==> config.mk <==
export PLATFORM = sky130hd
export DESIGN_NAME = thumb_instruction_decoder_core
export DESIGN_NICKNAME = d
export VERILOG_FILES = /design/src/tid_pkg.sv /design/src/thumb_instruction_decoder_core.sv /design/src/tid_decode.sv /design/src/tid_target.sv
export SDC_FILE = /design/constraint.sdc
export NUM_CORES = 1
export LEC_CHECK = 0
export BUFFER_PORTS_ARGS = -buffer_cell sky130_fd_sc_hd__buf_2
export CAP_MARGIN = 20
export CORE_MARGIN = 2
export CORE_UTILIZATION = 40
export DETAILED_ROUTE_END_ITERATION = 7
export GPL_TIMING_DRIVEN = 0
export PLACE_DENSITY = 0.69
export SYNTH_ARGS = -nofsm -noshare
export SYNTH_HDL_FRONTEND = slang
export SYNTH_HIERARCHICAL = 1
export SYNTH_SLANG_ARGS = --single-unit
==> constraint.sdc <==
create_clock -name clk -period 7.2 [get_ports clk]
set_clock_uncertainty 0.05 [all_clocks]
set_input_delay 1.44 -clock clk [delete_from_list [all_inputs] [get_ports clk]]
set_output_delay 1.44 -clock clk [all_outputs]
set_load 0.01 [all_outputs]
==> src/tid_pkg.sv <==
`timescale 1ns / 1ps
`default_nettype none

package tid_pkg;

	// Instruction classes
	localparam logic [6:0] MN_LSL_I         = 7'd0;
	localparam logic [6:0] MN_ADD_R         = 7'd3;
	localparam logic [6:0] MN_MOV_I8        = 7'd7;
	localparam logic [6:0] MN_ALU_BASE      = 7'd11;
	localparam logic [6:0] MN_ADD_HI        = 7'd27;
	localparam logic [6:0] MN_NOP           = 7'd30;
	localparam logic [6:0] MN_BLX_R         = 7'd31;
	localparam logic [6:0] MN_BX            = 7'd32;
	localparam logic [6:0] MN_LDST_REG_BASE = 7'd33;
	localparam logic [6:0] MN_LDST_HS_BASE  = 7'd37;
	localparam logic [6:0] MN_LDR_PC        = 7'd41;
	localparam logic [6:0] MN_LDST_I5_BASE  = 7'd42;
	localparam logic [6:0] MN_STRH_I        = 7'd46;
	localparam logic [6:0] MN_LDRH_I        = 7'd47;
	localparam logic [6:0] MN_STR_SP        = 7'd48;
	localparam logic [6:0] MN_LDR_SP        = 7'd49;
	localparam logic [6:0] MN_ADD_PC        = 7'd50;
	localparam logic [6:0] MN_ADD_SPR       = 7'd51;
	localparam logic [6:0] MN_ADD_SP_I      = 7'd52;
	localparam logic [6:0] MN_PUSH          = 7'd53;
	localparam logic [6:0] MN_POP           = 7'd54;
	localparam logic [6:0] MN_BKPT          = 7'd55;
	localparam logic [6:0] MN_UNDEF         = 7'd56;
	localparam logic [6:0] MN_STMIA         = 7'd57;
	localparam logic [6:0] MN_LDMIA         = 7'd58;
	localparam logic [6:0] MN_BCOND         = 7'd59;
	localparam logic [6:0] MN_SWI           = 7'd60;
	localparam logic [6:0] MN_B             = 7'd61;
	localparam logic [6:0] MN_BLX_H         = 7'd62;
	localparam logic [6:0] MN_BL_P1         = 7'd63;
	localparam logic [6:0] MN_BL_H          = 7'd64;

	// Fixed register numbers
	localparam logic [3:0] REG_SP = 4'd13;
	localparam logic [3:0] REG_PC = 4'd15;

	// Condition codes outside the branch range
	localparam logic [3:0] COND_UNDEF = 4'd14;

	localparam logic [7:0]  NOP_LOW_BYTE   = 8'hC0;
	localparam logic [31:0] ROM_BASE_RESET = 32'h0800_0000;
	localparam logic [31:0] PC_AHEAD       = 32'd4;
	localparam logic [31:0] LIT_ALIGN_MASK = ~32'd2;

	typedef struct packed {
		logic [15:0] opcode;
		logic [31:0] instr_address;
	} in_word_t;

	typedef struct packed {
		logic [6:0]         mnemonic;
		logic [3:0]         condition;
		logic [3:0]         dest_reg;
		logic [3:0]         src_reg;
		logic [2:0]         offset_reg;
		logic signed [23:0] immediate;
		logic [8:0]         reg_list;
		logic               falls_through;
		logic               code_target_valid;
		logic [31:0]        code_target;
		logic               data_target_valid;
		logic [31:0]        data_target;
	} out_word_t;

	// Address work requested by the decoder
	typedef struct packed {
		logic        code_en;
		logic [10:0] soff;
		logic        data_en;
		logic [7:0]  imm8;
	} tgt_req_t;

endpackage

`default_nettype wire

==> src/thumb_instruction_decoder_core.sv <==
// Thumb halfword decoder.
// Input channel: in_valid / in_stall / in_data carry one word per item, the
// opcode and its address. Output channel: out_valid / out_stall / out_data
// carry the decoded word. The receiver of each channel drives its stall.
// Configuration: cfg_valid / cfg_ready / cfg_data write rom_base; cfg_ready
// is always high, and writes belong in idle periods only.
// Datapath: one input register, the decode and address adders, one result
// register. out_valid is driven by the result register.
// Throughput is one word per cycle while the output does not stall; the pipeline
// advances as one unit, so the figure is set by the single decode stage.
// A stall from the output holds both registers, and in_stall follows it
// combinationally when the result register is full.
// Reset empties both stages and loads rom_base with 0x08000000.
`timescale 1ns / 1ps
`default_nettype none

module thumb_instruction_decoder_core (
	input  wire logic               clk,
	input  wire logic               arst_n,
	input  wire logic               in_valid,
	output logic                    in_stall,
	input  wire tid_pkg::in_word_t  in_data,
	output logic                    out_valid,
	input  wire logic               out_stall,
	output tid_pkg::out_word_t      out_data,
	input  wire logic               cfg_valid,
	output logic                    cfg_ready,
	input  wire logic [31:0]        cfg_data
);

	logic                valid_s1;
	tid_pkg::in_word_t   word_s1;
	logic                valid_s2;
	tid_pkg::out_word_t  word_s2;
	logic [31:0]         rom_base_q;
	logic                advance;
	tid_pkg::out_word_t  dec_fields;
	tid_pkg::tgt_req_t   dec_req;
	tid_pkg::out_word_t  dec_result;

	// Whole pipeline moves unless a finished word is held downstream
	assign advance   = ~(valid_s2 & out_stall);
	assign in_stall  = ~advance;
	assign cfg_ready = 1'b1;
	assign out_valid = valid_s2;
	assign out_data  = word_s2;

	// Stage valids and config register
	always_ff @(posedge clk or negedge arst_n) begin
		if (!arst_n) begin
			valid_s1   <= 1'b0;
			valid_s2   <= 1'b0;
			rom_base_q <= tid_pkg::ROM_BASE_RESET;
		end else begin
			if (advance) begin
				valid_s1 <= in_valid;
				valid_s2 <= valid_s1;
			end
			if (cfg_valid && cfg_ready) rom_base_q <= cfg_data;
		end
	end

	// Payload registers
	always_ff @(posedge clk) begin
		if (advance) begin
			word_s1 <= in_data;
			word_s2 <= dec_result;
		end
	end

	tid_decode u_decode (
		.opcode (word_s1.opcode),
		.fields (dec_fields),
		.req    (dec_req)
	);

	tid_target u_target (
		.fields        (dec_fields),
		.req           (dec_req),
		.instr_address (word_s1.instr_address),
		.rom_base      (rom_base_q),
		.result        (dec_result)
	);

`ifndef SYNTHESIS
	// A decoded word in stage 1 reaches the output when the pipe moves
	a_s1_to_out: assert property (@(posedge clk) disable iff (!arst_n)
		valid_s1 && advance |=> out_valid)
		else $error("stage 1 word lost");

	// Only one kind of target per word
	a_one_target: assert property (@(posedge clk) disable iff (!arst_n)
		out_valid |-> !(out_data.code_target_valid && out_data.data_target_valid))
		else $error("code and data target both reported");

	// Control leaves the fall-through path only for BX, POP and B
	a_no_fall: assert property (@(posedge clk) disable iff (!arst_n)
		out_valid && !out_data.falls_through |->
			(out_data.mnemonic == tid_pkg::MN_BX || out_data.mnemonic == tid_pkg::MN_POP ||
			 out_data.mnemonic == tid_pkg::MN_B))
		else $error("unexpected non fall-through class");
`endif

endmodule

`default_nettype wire

==> src/tid_decode.sv <==
`timescale 1ns / 1ps
`default_nettype none

module tid_decode (
	input  wire logic [15:0]       opcode,
	output tid_pkg::out_word_t     fields,
	output tid_pkg::tgt_req_t      req
);

	logic [15:0] op;
	logic [2:0]  r0, r3, r6, r8;
	logic [7:0]  imm8;
	logic [4:0]  imm5;
	logic [8:0]  sp_mag;

	assign op     = opcode;
	assign r0     = op[2:0];
	assign r3     = op[5:3];
	assign r6     = op[8:6];
	assign r8     = op[10:8];
	assign imm8   = op[7:0];
	assign imm5   = op[10:6];
	assign sp_mag = {op[6:0], 2'b00};

	// Class and field extraction, by the top three opcode bits
	always_comb begin
		fields                   = '0;
		fields.falls_through     = 1'b1;
		req                      = '0;
		req.imm8                 = imm8;
		unique case (op[15:13])
			3'd0: begin
				fields.dest_reg = {1'b0, r0};
				fields.src_reg  = {1'b0, r3};
				if (op[12:11] != 2'd3) begin
					fields.mnemonic  = tid_pkg::MN_LSL_I + {5'd0, op[12:11]};
					fields.immediate = {19'd0, imm5};
				end else begin
					fields.mnemonic = tid_pkg::MN_ADD_R + {5'd0, op[10:9]};
					if (!op[10]) fields.offset_reg = r6;
					else         fields.immediate  = {21'd0, r6};
				end
			end
			3'd1: begin
				fields.mnemonic  = tid_pkg::MN_MOV_I8 + {5'd0, op[12:11]};
				fields.dest_reg  = {1'b0, r8};
				fields.immediate = {16'd0, imm8};
			end
			3'd2: begin
				unique case (op[12:10]) inside
					3'd0: begin
						fields.mnemonic = tid_pkg::MN_ALU_BASE + {3'd0, op[9:6]};
						fields.dest_reg = {1'b0, r0};
						fields.src_reg  = {1'b0, r3};
					end
					3'd1: begin
						// High register ops and BX/BLX
						if (op[9:8] == 2'd3) begin
							fields.src_reg = op[6:3];
							if (op[7]) begin
								fields.mnemonic = tid_pkg::MN_BLX_R;
							end else begin
								fields.mnemonic      = tid_pkg::MN_BX;
								fields.falls_through = 1'b0;
							end
						end else if (op[9:8] == 2'd2 && imm8 == tid_pkg::NOP_LOW_BYTE) begin
							fields.mnemonic = tid_pkg::MN_NOP;
						end else begin
							fields.mnemonic = tid_pkg::MN_ADD_HI + {5'd0, op[9:8]};
							fields.dest_reg = {op[7], r0};
							fields.src_reg  = op[6:3];
						end
					end
					[3'd2:3'd3]: begin
						fields.mnemonic  = tid_pkg::MN_LDR_PC;
						fields.dest_reg  = {1'b0, r8};
						fields.src_reg   = tid_pkg::REG_PC;
						fields.immediate = {14'd0, imm8, 2'b00};
						req.data_en      = 1'b1;
					end
					default: begin
						fields.dest_reg   = {1'b0, r0};
						fields.src_reg    = {1'b0, r3};
						fields.offset_reg = r6;
						fields.mnemonic   = (op[9] ? tid_pkg::MN_LDST_HS_BASE
						                          : tid_pkg::MN_LDST_REG_BASE)
						                    + {5'd0, op[11:10]};
					end
				endcase
			end
			3'd3: begin
				fields.mnemonic  = tid_pkg::MN_LDST_I5_BASE + {5'd0, op[12:11]};
				fields.dest_reg  = {1'b0, r0};
				fields.src_reg   = {1'b0, r3};
				// words scale by 4, bytes by 1
				fields.immediate = op[12] ? {19'd0, imm5} : {17'd0, imm5, 2'b00};
			end
			3'd4: begin
				if (op[12]) begin
					fields.mnemonic  = op[11] ? tid_pkg::MN_LDR_SP : tid_pkg::MN_STR_SP;
					fields.dest_reg  = {1'b0, r8};
					fields.src_reg   = tid_pkg::REG_SP;
					fields.immediate = {14'd0, imm8, 2'b00};
				end else begin
					fields.mnemonic  = op[11] ? tid_pkg::MN_LDRH_I : tid_pkg::MN_STRH_I;
					fields.dest_reg  = {1'b0, r0};
					fields.src_reg   = {1'b0, r3};
					fields.immediate = {18'd0, imm5, 1'b0};
				end
			end
			3'd5: begin
				if (!op[12]) begin
					fields.mnemonic  = op[11] ? tid_pkg::MN_ADD_SPR : tid_pkg::MN_ADD_PC;
					fields.dest_reg  = {1'b0, r8};
					fields.src_reg   = op[11] ? tid_pkg::REG_SP : tid_pkg::REG_PC;
					fields.immediate = {14'd0, imm8, 2'b00};
				end else if (op[11:8] == 4'd0) begin
					fields.mnemonic  = tid_pkg::MN_ADD_SP_I;
					fields.dest_reg  = tid_pkg::REG_SP;
					fields.immediate = op[7] ? (24'd0 - {15'd0, sp_mag}) : {15'd0, sp_mag};
				end else if (op[10:9] == 2'd2) begin
					fields.reg_list = op[8:0];
					if (op[11]) begin
						fields.mnemonic      = tid_pkg::MN_POP;
						fields.falls_through = ~op[8];
					end else begin
						fields.mnemonic = tid_pkg::MN_PUSH;
					end
				end else if (r8 == 3'd6) begin
					fields.mnemonic  = tid_pkg::MN_BKPT;
					fields.immediate = {16'd0, imm8};
				end else begin
					fields.mnemonic  = tid_pkg::MN_UNDEF;
					fields.immediate = {8'd0, op};
				end
			end
			3'd6: begin
				if (op[12]) begin
					if (op[11:8] < tid_pkg::COND_UNDEF) begin
						fields.mnemonic  = tid_pkg::MN_BCOND;
						fields.condition = op[11:8];
						req.code_en      = 1'b1;
						req.soff         = {{3{imm8[7]}}, imm8};
					end else if (op[11:8] == tid_pkg::COND_UNDEF) begin
						fields.mnemonic  = tid_pkg::MN_UNDEF;
						fields.immediate = {8'd0, op};
					end else begin
						fields.mnemonic  = tid_pkg::MN_SWI;
						fields.immediate = {16'd0, imm8};
					end
				end else begin
					fields.mnemonic = op[11] ? tid_pkg::MN_LDMIA : tid_pkg::MN_STMIA;
					fields.dest_reg = {1'b0, r8};
					fields.reg_list = {1'b0, imm8};
				end
			end
			default: begin
				unique case (op[12:11])
					2'd0: begin
						fields.mnemonic      = tid_pkg::MN_B;
						fields.falls_through = 1'b0;
						req.code_en          = 1'b1;
						req.soff             = op[10:0];
					end
					2'd1: begin
						fields.mnemonic  = tid_pkg::MN_BLX_H;
						fields.immediate = {13'd0, op[10:0]};
					end
					2'd2: begin
						fields.mnemonic  = tid_pkg::MN_BL_P1;
						fields.immediate = {1'b0, op[10:0], 12'd0};
					end
					default: begin
						fields.mnemonic  = tid_pkg::MN_BL_H;
						fields.immediate = {13'd0, op[10:0]};
					end
				endcase
			end
		endcase
	end

endmodule

`default_nettype wire

==> src/tid_target.sv <==
`timescale 1ns / 1ps
`default_nettype none

module tid_target (
	input  wire tid_pkg::out_word_t fields,
	input  wire tid_pkg::tgt_req_t  req,
	input  wire logic [31:0]        instr_address,
	input  wire logic [31:0]        rom_base,
	output tid_pkg::out_word_t      result
);

	logic [31:0] br_dist;
	logic [31:0] code_tgt;
	logic [31:0] pc_word;
	logic [31:0] data_tgt;

	// Branch distance 4 + 2*offset, then target address
	assign br_dist  = tid_pkg::PC_AHEAD + {{20{req.soff[10]}}, req.soff, 1'b0};
	assign code_tgt = instr_address + br_dist;

	// Literal address, word aligned PC plus scaled offset, ROM base bits cleared
	assign pc_word  = (instr_address + tid_pkg::PC_AHEAD) & tid_pkg::LIT_ALIGN_MASK;
	assign data_tgt = ({22'd0, req.imm8, 2'b00} + pc_word) & ~rom_base;

	always_comb begin
		result = fields;
		if (req.code_en) begin
			result.immediate         = br_dist[23:0];
			result.code_target_valid = 1'b1;
			result.code_target       = code_tgt;
		end
		if (req.data_en) begin
			result.data_target_valid = 1'b1;
			result.data_target       = data_tgt;
		end
	end

endmodule

`default_nettype wire
# --- After elaboration in Yosys (flattened, before gate mapping) ---
# Index checks and enable logic that the tools add are counted.
totals:
  mem_count: 0
  ramBits: 0
  reg_bits: 204
  latchBits: 0
  romBits: 0
  input_bits: 85
  output_inout_bits: 125
classes:
  mul: 0
  n_shift: 0
  n_eq_ne: 16
  magnitude_cmp: 3
  addsub: 11
  div: 0
  n_bitwise: 4
  reduce_logical: 11
  n_mux: 72
ops:
  columns: ["operator", "count"]
  rows:
  - ["2-to-1 mux 24 bit", 7]
  - ["one-hot mux 24 bit (7 select lines)", 1]
  - ["2-to-1 mux 33 bit", 2]
  - ["2-to-1 mux 7 bit", 9]
  - ["2-to-1 mux 10 bit", 5]
  - ["one-hot mux 7 bit (7 select lines)", 1]
  - ["one-hot mux 23 bit (2 select lines)", 1]
  - ["one-hot mux 7 bit (3 select lines)", 2]
  - ["2-to-1 mux 12 bit", 3]
  - ["adder 10 x 32 -> 32 bit", 1]
  - ["adder 32 x 3 -> 32 bit (second input constant)", 1]
  - ["adder 32 bit", 1]
  - ["AND 32 bit", 1]
  - ["2-to-1 mux 16 bit", 2]
  - ["inverter 32 bit", 1]
  - ["2-to-1 mux 4 bit", 7]
  - ["2-to-1 mux 3 bit", 8]
  - ["one-hot mux 12 bit (2 select lines)", 1]
  - ["one-hot mux 4 bit (6 select lines)", 1]
  - ["one-hot mux 9 bit (2 select lines)", 1]
  - ["2-to-1 mux 8 bit", 2]
  - ["one-hot mux 4 bit (4 select lines)", 1]
  - ["one-hot mux 8 bit (2 select lines)", 1]
  - ["adder 4 x 12 -> 13 bit (first input constant)", 1]
  - ["35 further kinds", 56]

# --- Longest topological paths before layout ---
depth:
  depth_word: 7
  depth_mapped: 19

# --- Cells and area by module ---
# Netlist, hierarchy kept.
by_module_without_submodules:
  columns: ["module", "n_inst", "cells_each", "seq_area_each_um2", "area_each_um2"]
  rows:
  - ["thumb_instruction_decoder_core", 1, 246, 5957.0, 6537.5]
  - ["tid_target", 1, 681, 0.0, 4713.3]
  - ["tid_decode", 1, 460, 0.0, 2967.8]

# --- Least setup slack after synthesis ---
# OpenSTA, ideal clock, no wires.
synth_path:
  path_type: "input -> output"
  from: "input out_stall"
  to: "output in_stall"
  n_path_buf: 0
  t_arrival_ps: 5545
  required_time_ps: 5710
  setup_slack_ps: 165
  stages: 2
  path_cell_list: "nand2_1 > inv_1"
synth_between:
  elab_chain_len: 1
synth_lines:
  columns: ["item", "line", "text"]
  rows:
  - ["start: declaration", "thumb_instruction_decoder_core.sv:24", "input wire logic out_stall,"]
  - ["AND 1 bit", "thumb_instruction_decoder_core.sv:42", "assign advance = ~(valid_s2 & out_stall);"]
  - ["end: declaration", "thumb_instruction_decoder_core.sv:21", "output logic in_stall,"]
# No other way between the ends.

==> out/metrics.cfg <==
[run_status]
status=finished clean

[detailed_routing]
met2_length_um=18600
routed-wl-met3_um=2900
vias=11600
wirelength_met1_um=20000
drt-initial-drc-count=865
routedWlPerCell_um=19.9
drcViolationCount=0
drt_first_pass_iters=6
route.top_layer_used=met4
routed_wl_um=42900
ant_nets=0
via_per_inst=5.36

[grt]
grt_usage=0.228
grt_pass1_wl_um=64100
gr-total-overflow=0
grt_max_degree=54
grt_pass1_vias=11000
antenna_found_initial=1

[setup_path]
path_max_fanout=19
cp.required_ps=7440
worstSetupEndpointType=register
rrSetupSlack_ps=1180
rr_worst_depth=20
crit_path_start_kind=register
crit_arrival_ps=6260
rr_startpoint=word_s1[43]$_DFFE_PN_
r2r-end=out_data[62]$_DFFE_PN_
critical_path_class=register to register

[floorplanning]
io_pins=210
die_h_um=192
fp.dieArea_um2=37000
die_w_um=192
start_util=0.408
core_area_um2=34700
row_count=68

[sta]
slew_headroom=0.326
min_period_ps=6020
holdWs_ps=441
fmax_mhz=166
tns_ps=0
hold_viol_final=0
rsz0062_at_grt=no
setup_viol=0
worstMarginPinSlew_ps=1010
post-route-period-util=0.836
drv_slew=0

[cts]
cts_tree=built
holdBufCountCts=0
insertion_delay_ps=540
cts_resized=0
cts_buffers=24
clock_path_buffers=3
postCtsSetupRepairBufs=0
cts_root_buf=clkbuf_16
htree_levels=1
cts_sinks=203
clkSlewWorstSetupHoldPaths_ps=60

[final_layout]
final_common_cell=buf_2
drive_gt1_frac=0.279
nNetsFinal=1839
fillers=3272
area_growth_pct=18.9
layout_common_cells=buf_2, edfxtp_1, buf_4, nand2_1, nor2_1

[placed_design]
hpwl_um=32500
place.gp.congestion=0.924
port_buffers=206

[power]
seq_power_share=0.428
p_switching_w=0.00110
internal_power_w=0.00245
power_density_nw_per_um2=210
ir_drop_mv=0.147
p_clk_frac=0.321
combPwrFrac=0.251
p_leak_nw=7.48
p_sw_frac=0.310
p_total_w=0.00354

[yosys]
syn_area_um2=14200
ys_warn_count=6
syn_inst=1385
synth_area_per_cell_um2=10.2

[job]
cap_violations=0

[worst_hold_path]
hp-class=register to register
min_to=out_valid$_DFFE_PN0N_
min-delay-start=valid_s1$_DFFE_PN0N_
holdPathStages=1

[stage by stage]
step	setup slack, ps	area [um^2]	std cells	utilization
after floorplan	165	14400	1450	-
after global placement	-1410	16000	2111	0.462
after detailed placement	1310	16100	2115	0.464
after CTS	1300	16900	2158	0.486
after global routing	816	16900	2158	0.486
final	1180	16900	2159	0.486
[metal layers]
layer,vias to the layer above,GRT usage
li1,5539,-
met1,5494,0.330
met5,-,0
met4,0,0.0825
met3,82,0.0367
met2,464,0.342
[power groups by stage]
stage / clock [W] / sequential [W] / combinational, W
after floorplan: 0 / 0.00157 / 0.000532
after global placement: 0 / 0.00156 / 0.000860
after detailed placement: 0 / 0.00154 / 0.000875
after CTS: 0.00117 / 0.00152 / 0.000881
after global routing: 0.00122 / 0.00153 / 0.000964
final: 0.00114 / 0.00152 / 0.000891
[area by class of cell]
type / count / area [um^2] / area share
diodes: 1 / 2.50 / 0.000148
plain buffers: 175 / 1140 / 0.0679
clock buffers: 32 / 661 / 0.0392
clock inverters: 11 / 75.1 / 0.00445
inverters: 51 / 191 / 0.0114
multi-input cells: 1021 / 7170 / 0.425
flip-flops and latches: 203 / 5930 / 0.352
well taps: 455 / 569 / 0.0338
repair buffers: 210 / 1120 / 0.0665
[how the worst max path moves through the flow]
stage,to,start,slack (ps),cells past startpoint
final,out_data[62]$_DFFE_PN_,word_s1[43]$_DFFE_PN_,1180,20
after global routing,out_data[62]$_DFFE_PN_,word_s1[43]$_DFFE_PN_,820,20
after detailed placement,out_data[62]$_DFFE_PN_,word_s1[43]$_DFFE_PN_,1310,20
after floorplan,in_stall,out_stall,160,2
after CTS,out_data[63]$_DFFE_PN_,word_s1[43]$_DFFE_PN_,1300,20
after global placement,in_stall,out_stall,-1410,4
[registers in the layout, indices dropped and copies added (netlist names)]
register and cells:
out_data 122, out_valid 1, rom_base_q 31, word_s1 48, valid_s1 1
[worst max-delay path, stage by stage, from the launching register on]
cell and delay, ps:
edfxtp_1 470, clkbuf_1 510, inv_1 380, ha_1 300, clkbuf_1 250, a21o_1 310, and2_1 230, ha_1 240
and3_1 200, a21boi_2 380, buf_8 240, ha_1 240, clkbuf_1 190, and3_1 260, a221oi_1 280, nor2b_1 120
o32a_1 330, o31a_1 150, a211oi_1 270, xnor2_1 100, mux2_2 260
No activity file was read; power rests on OpenSTA's default activity.
